`config.mk`:
```
export PLATFORM = sky130hd
export DESIGN_NAME = rdsu_ram
export DESIGN_NICKNAME = d
export VERILOG_FILES = /design/src/rtl/core/rdsu_ram.sv
export SDC_FILE = /design/constraint.sdc
export NUM_CORES = 2
export LEC_CHECK = 0
export BUFFER_PORTS_ARGS = -buffer_cell sky130_fd_sc_hd__buf_2
export CAP_MARGIN = 20
export CORE_MARGIN = 3
export CORE_UTILIZATION = 25
export CTS_CLUSTER_SIZE = 16
export DETAILED_ROUTE_END_ITERATION = 12
export MAX_ROUTING_LAYER = met4
export SLEW_MARGIN = 25
export SYNTH_ARGS = -nofsm -noshare
export SYNTH_HDL_FRONTEND = slang
export SYNTH_SLANG_ARGS = --single-unit
```
`constraint.sdc`:
```
create_clock -name clk -period 3.5 [get_ports clk]
set_clock_uncertainty 0.1 [all_clocks]
set_input_delay 0.525 -clock clk [delete_from_list [all_inputs] [get_ports clk]]
set_output_delay 0.525 -clock clk [all_outputs]
set_load 0.05 [all_outputs]
```
`src/rtl/core/rdsu_ram.sv`:
```
// Generic single-write, single-read RAM with registered read data.
// No dependencies.
`default_nettype none

module rdsu_ram #(
    parameter int WIDTH = 8,
    parameter int DEPTH = 256,
    localparam int AW = $clog2(DEPTH)
) (
    input  wire logic             clk,
    input  wire logic             we,
    input  wire logic [AW-1:0]    waddr,
    input  wire logic [WIDTH-1:0] wdata,
    input  wire logic [AW-1:0]    raddr,
    output logic      [WIDTH-1:0] rdata
);

    logic [WIDTH-1:0] mem [DEPTH];

    // Write, and read through a registered output
    always_ff @(posedge clk)
    begin
        if (we)
        begin
            mem[waddr] <= wdata;
        end
        rdata <= mem[raddr];
    end

endmodule

`default_nettype wire

```
==> metrics.log <==
INFO  metric fp.coreArea = 316000 um^2
INFO  metric post_cts_resize_count = 0
INFO  metric ys_top_cells_by_area = edfxtp_1 77%, mux4_2 13%, mux2i_1 1.7%, nor2_1 1.3%, a22oi_1 1.3%
INFO  metric power.density_cell_area = 546 nW/um^2
INFO  metric final_util = 0.299
INFO  metric sequential_cell_fraction_of_total_power = 0.528
INFO  metric comb_power_share = 0.052
INFO  metric yosysSeqAreaShare = 0.775
INFO  metric drive_above_1_share = 0.292
INFO  metric ys_async_sr_fraction = 0
INFO  metric worstSetupEndpointType = flop
INFO  metric drt-vias-per-instance = 4.70
INFO  metric detailed_place.area = 87800 um^2
INFO  metric fin_nets = 4247
INFO  metric synth_top_area_share = 0.773
INFO  metric portBuffers = 33
INFO  metric floorplan.die.height = 570 um
INFO  metric clock_tree_from_tritoncts = built
INFO  metric antenna_found_initial = 16
INFO  metric min-delay-start = wdata[3]
INFO  metric cts_inserted_buffers = 207
INFO  metric cts_max_level = 4
INFO  metric whs_path_depth = 1
INFO  metric ir_worst_vdd = 545 uV
INFO  metric preCtsSetupSlack = -314 ps
INFO  metric hold_buf_cts = 1
INFO  metric grt_overflow_total = 0
INFO  metric fmax = 0.350 GHz
INFO  metric startpoint_type = primary input
INFO  metric avg_cell_area_syn = 21.3 um^2
INFO  metric drv_cap = 0
INFO  metric power_leakage = 29.3 nW
INFO  metric timing_worst_slew_pin_value = 991 ps
INFO  metric data_required_time_of_the_worst_path = 4090 ps
INFO  metric result_of_the_run = completed
INFO  metric hp-class = in -> reg
INFO  metric gp_congestion = 0.830
INFO  metric period_minus_slack = 2860 ps
INFO  metric pin_count = 34
INFO  metric drtIter0Drc = 4984
INFO  metric grt_max_degree = 97
INFO  metric vias_in_the_first_global_route = 40700
INFO  metric totalWireLength = 209 mm
INFO  metric global_route.usage.total = 0.130
INFO  metric n_fill_cell = 30400
INFO  metric cell_internal_pwr = 0.0404 W
INFO  metric dpl.hpwl = 131 mm
INFO  metric timing.setup.critical_path_class = in -> reg
INFO  metric net-switching-power = 0.0112 W
INFO  metric fin_crit_sh = 0.816
INFO  metric clock_sink_count = 2056
INFO  metric drc_errors = 0
INFO  metric cts_setup_buffers = 0
INFO  metric synthesis.area = 79600 um^2
INFO  metric synthesis.nets = 3759
INFO  metric report.final.setup_viol = 0
INFO  metric clk_transition_reported_paths = 60 ps
INFO  metric vias = 40200
INFO  metric numPlacedInstances = 8171
INFO  metric cts-root-buf = clkbuf_16
INFO  metric yosysWarnings = 0
INFO  metric flow.area_growth_from_synthesis = 18.7%
INFO  metric synth-edff-count = 2048
INFO  metric timing.hold.worst_endpoint = mem[59][3]
INFO  metric grt_first_pass_wirelength = 302 mm
INFO  metric maxSlewHeadroom = 0.333
INFO  metric most_used_dff_post_synth = edfxtp_1
INFO  metric worst_reg_to_reg_cells = 6
INFO  metric r2r_end = rdata[1]
INFO  metric start_util = 0.252
INFO  metric yosysUniqueCellTypes = 55
INFO  metric worst_ep_arrival_time = 3450 ps
INFO  metric die_area = 325000 um^2
INFO  metric ys_seq_elements = 2056
INFO  metric maxSlewViolCount = 0
INFO  metric path_max_fanout = 26
INFO  metric rr_startpoint = mem[85][1]
INFO  metric clk_path_buf_depth = 3
INFO  metric clock_insertion_delay_worst_skew = 860 ps
INFO  metric std_cell_rows = 206
INFO  metric power.share.switching = 0.217
INFO  metric antenna_left = 0
INFO  metric routed_wire_length_per_instance = 24.4 um
INFO  metric netlist_instances = 3733
INFO  metric die_w = 570 um
INFO  metric hold_viol = 0
INFO  metric final_design_area_no_fill = 94400 um^2
INFO  metric worst-r2r-setup-slack = 700 ps
INFO  metric grt_setup_unrepaired = false
INFO  metric instances_no_fill = 8562
INFO  metric part_of_the_total_power_dissipated_in_the_clock_network = 0.420
INFO  metric layout_setup_ws = 642 ps
INFO  metric detail_route.first_pass.iterations = 5
INFO  metric yosysTopAreaCell = edfxtp_1
cell usage in the layout, fill, tap and decap left out, drive strengths merged, types with 5 or more instances in the layout:
cell / count
and2: 6
o32ai: 5
nor2: 282
a221oi: 14
nand3: 34
inv: 12
nand4: 10
mux2i: 134
nand2b: 8
diode: 9
o211ai: 10
nor4: 27
nand2: 33
buf: 509
dfxtp: 8
edfxtp: 2048
mux4: 456
a211oi: 16
a2111oi: 5
a21oi: 96
a22o: 8
nor3: 22
o22ai: 28
clkinv: 95
a22oi: 133
clkbuf: 257
o22a: 5
nor2b: 31
o221ai: 47
bufinv: 17
o21ai: 12
critical path, cell delays in order:
cell,delay [ps]
buf_8,160
buf_12,200
buf_12,250
buf_4,270
mux4_2,510
a22oi_1,200
a31oi_1,150
nor4_1,800
buf_4,250
nor4_1,50
stage by stage:
step / total power (W) / hold slack, ps / setup TNS, ps
4_1_cts: 0.0520 / 3.73 / 0
2_1_floorplan: 0.0291 / 524 / 0
5_1_grt: 0.0531 / 16.9 / 0
3_5_place_dp: 0.0305 / 861 / -799
3_3_place_gp: 0.0304 / 848 / -1940
6_report: 0.0515 / 10.5 / 0
synthesized netlist by cell type, drive strengths merged (2+ instances only):
library cell,n
and2,6
a22o,8
mux2i,134
nand4,10
a22oi,133
o211ai,10
a2111oi,5
and3b,2
nand3,34
o221ai,47
a21oi,96
or2,4
buf,122
a211oi,16
clkbuf,111
a221oi,14
nor3,22
mux4,456
o22a,5
nor2b,31
nand3b,2
a31oi,2
o21ai,12
a311oi,2
dfxtp,8
o32ai,5
nor4,27
nand2,33
nor2,282
nand2b,8
edfxtp,2048
o22ai,28
power groups by stage:
stage / clock network (W) / registers (W) / logic, W
after floorplan: 0 / 0.0277 / 0.00132
after global placement: 0 / 0.0277 / 0.00269
final: 0.0216 / 0.0272 / 0.00270
after global routing: 0.0231 / 0.0272 / 0.00285
after detailed placement: 0 / 0.0277 / 0.00273
after CTS: 0.0220 / 0.0272 / 0.00273
cell families after synthesis:
logic type             Yosys count  synth area share
buffers and inverters          235            0.0183
flip-flops                    2056             0.775
AO/OA/AOI/OAI                  385            0.0342
AND/OR/NAND/NOR                466            0.0263
multiplexers                   591             0.146
worst max path at each step:
stage	slack (ps)	to	startpoint
6_report	640	rdata[5]	raddr[0]
5_1_grt	620	rdata[5]	raddr[0]
4_1_cts	600	rdata[6]	raddr[0]
3_5_place_dp	-310	rdata[6]	raddr[0]
3_3_place_gp	-690	rdata[7]	raddr[0]
2_1_floorplan	940	rdata[2]	raddr[0]
layer usage:
layer  wire length, um  global-route usage  vias to the layer above
met4              6060              0.0375                        0
met3             16300              0.0225                      322
met1             84900               0.171                    21500
met5                 0                   -                        -
li1                  -                   -                    16700
met2            101000               0.207                     1686
flip-flops by register name, indices dropped and copies added, names as in the netlist:
name,cells
mem,2048
rdata,8
cell type report:
class	count	area (um^2)	share of cell area
Multi-Input combinational cell	1442	16500	0.175
Clock buffer	255	5400	0.0572
Clock inverter	126	1210	0.0129
Sequential cell	2056	61700	0.653
Inverter	2	7.51	0.0000795
Timing Repair Buffer	512	4390	0.0465
Tap cell	4160	5200	0.0551
Antenna cell	9	22.5	0.000238
Power figures use the tool's default switching activity.
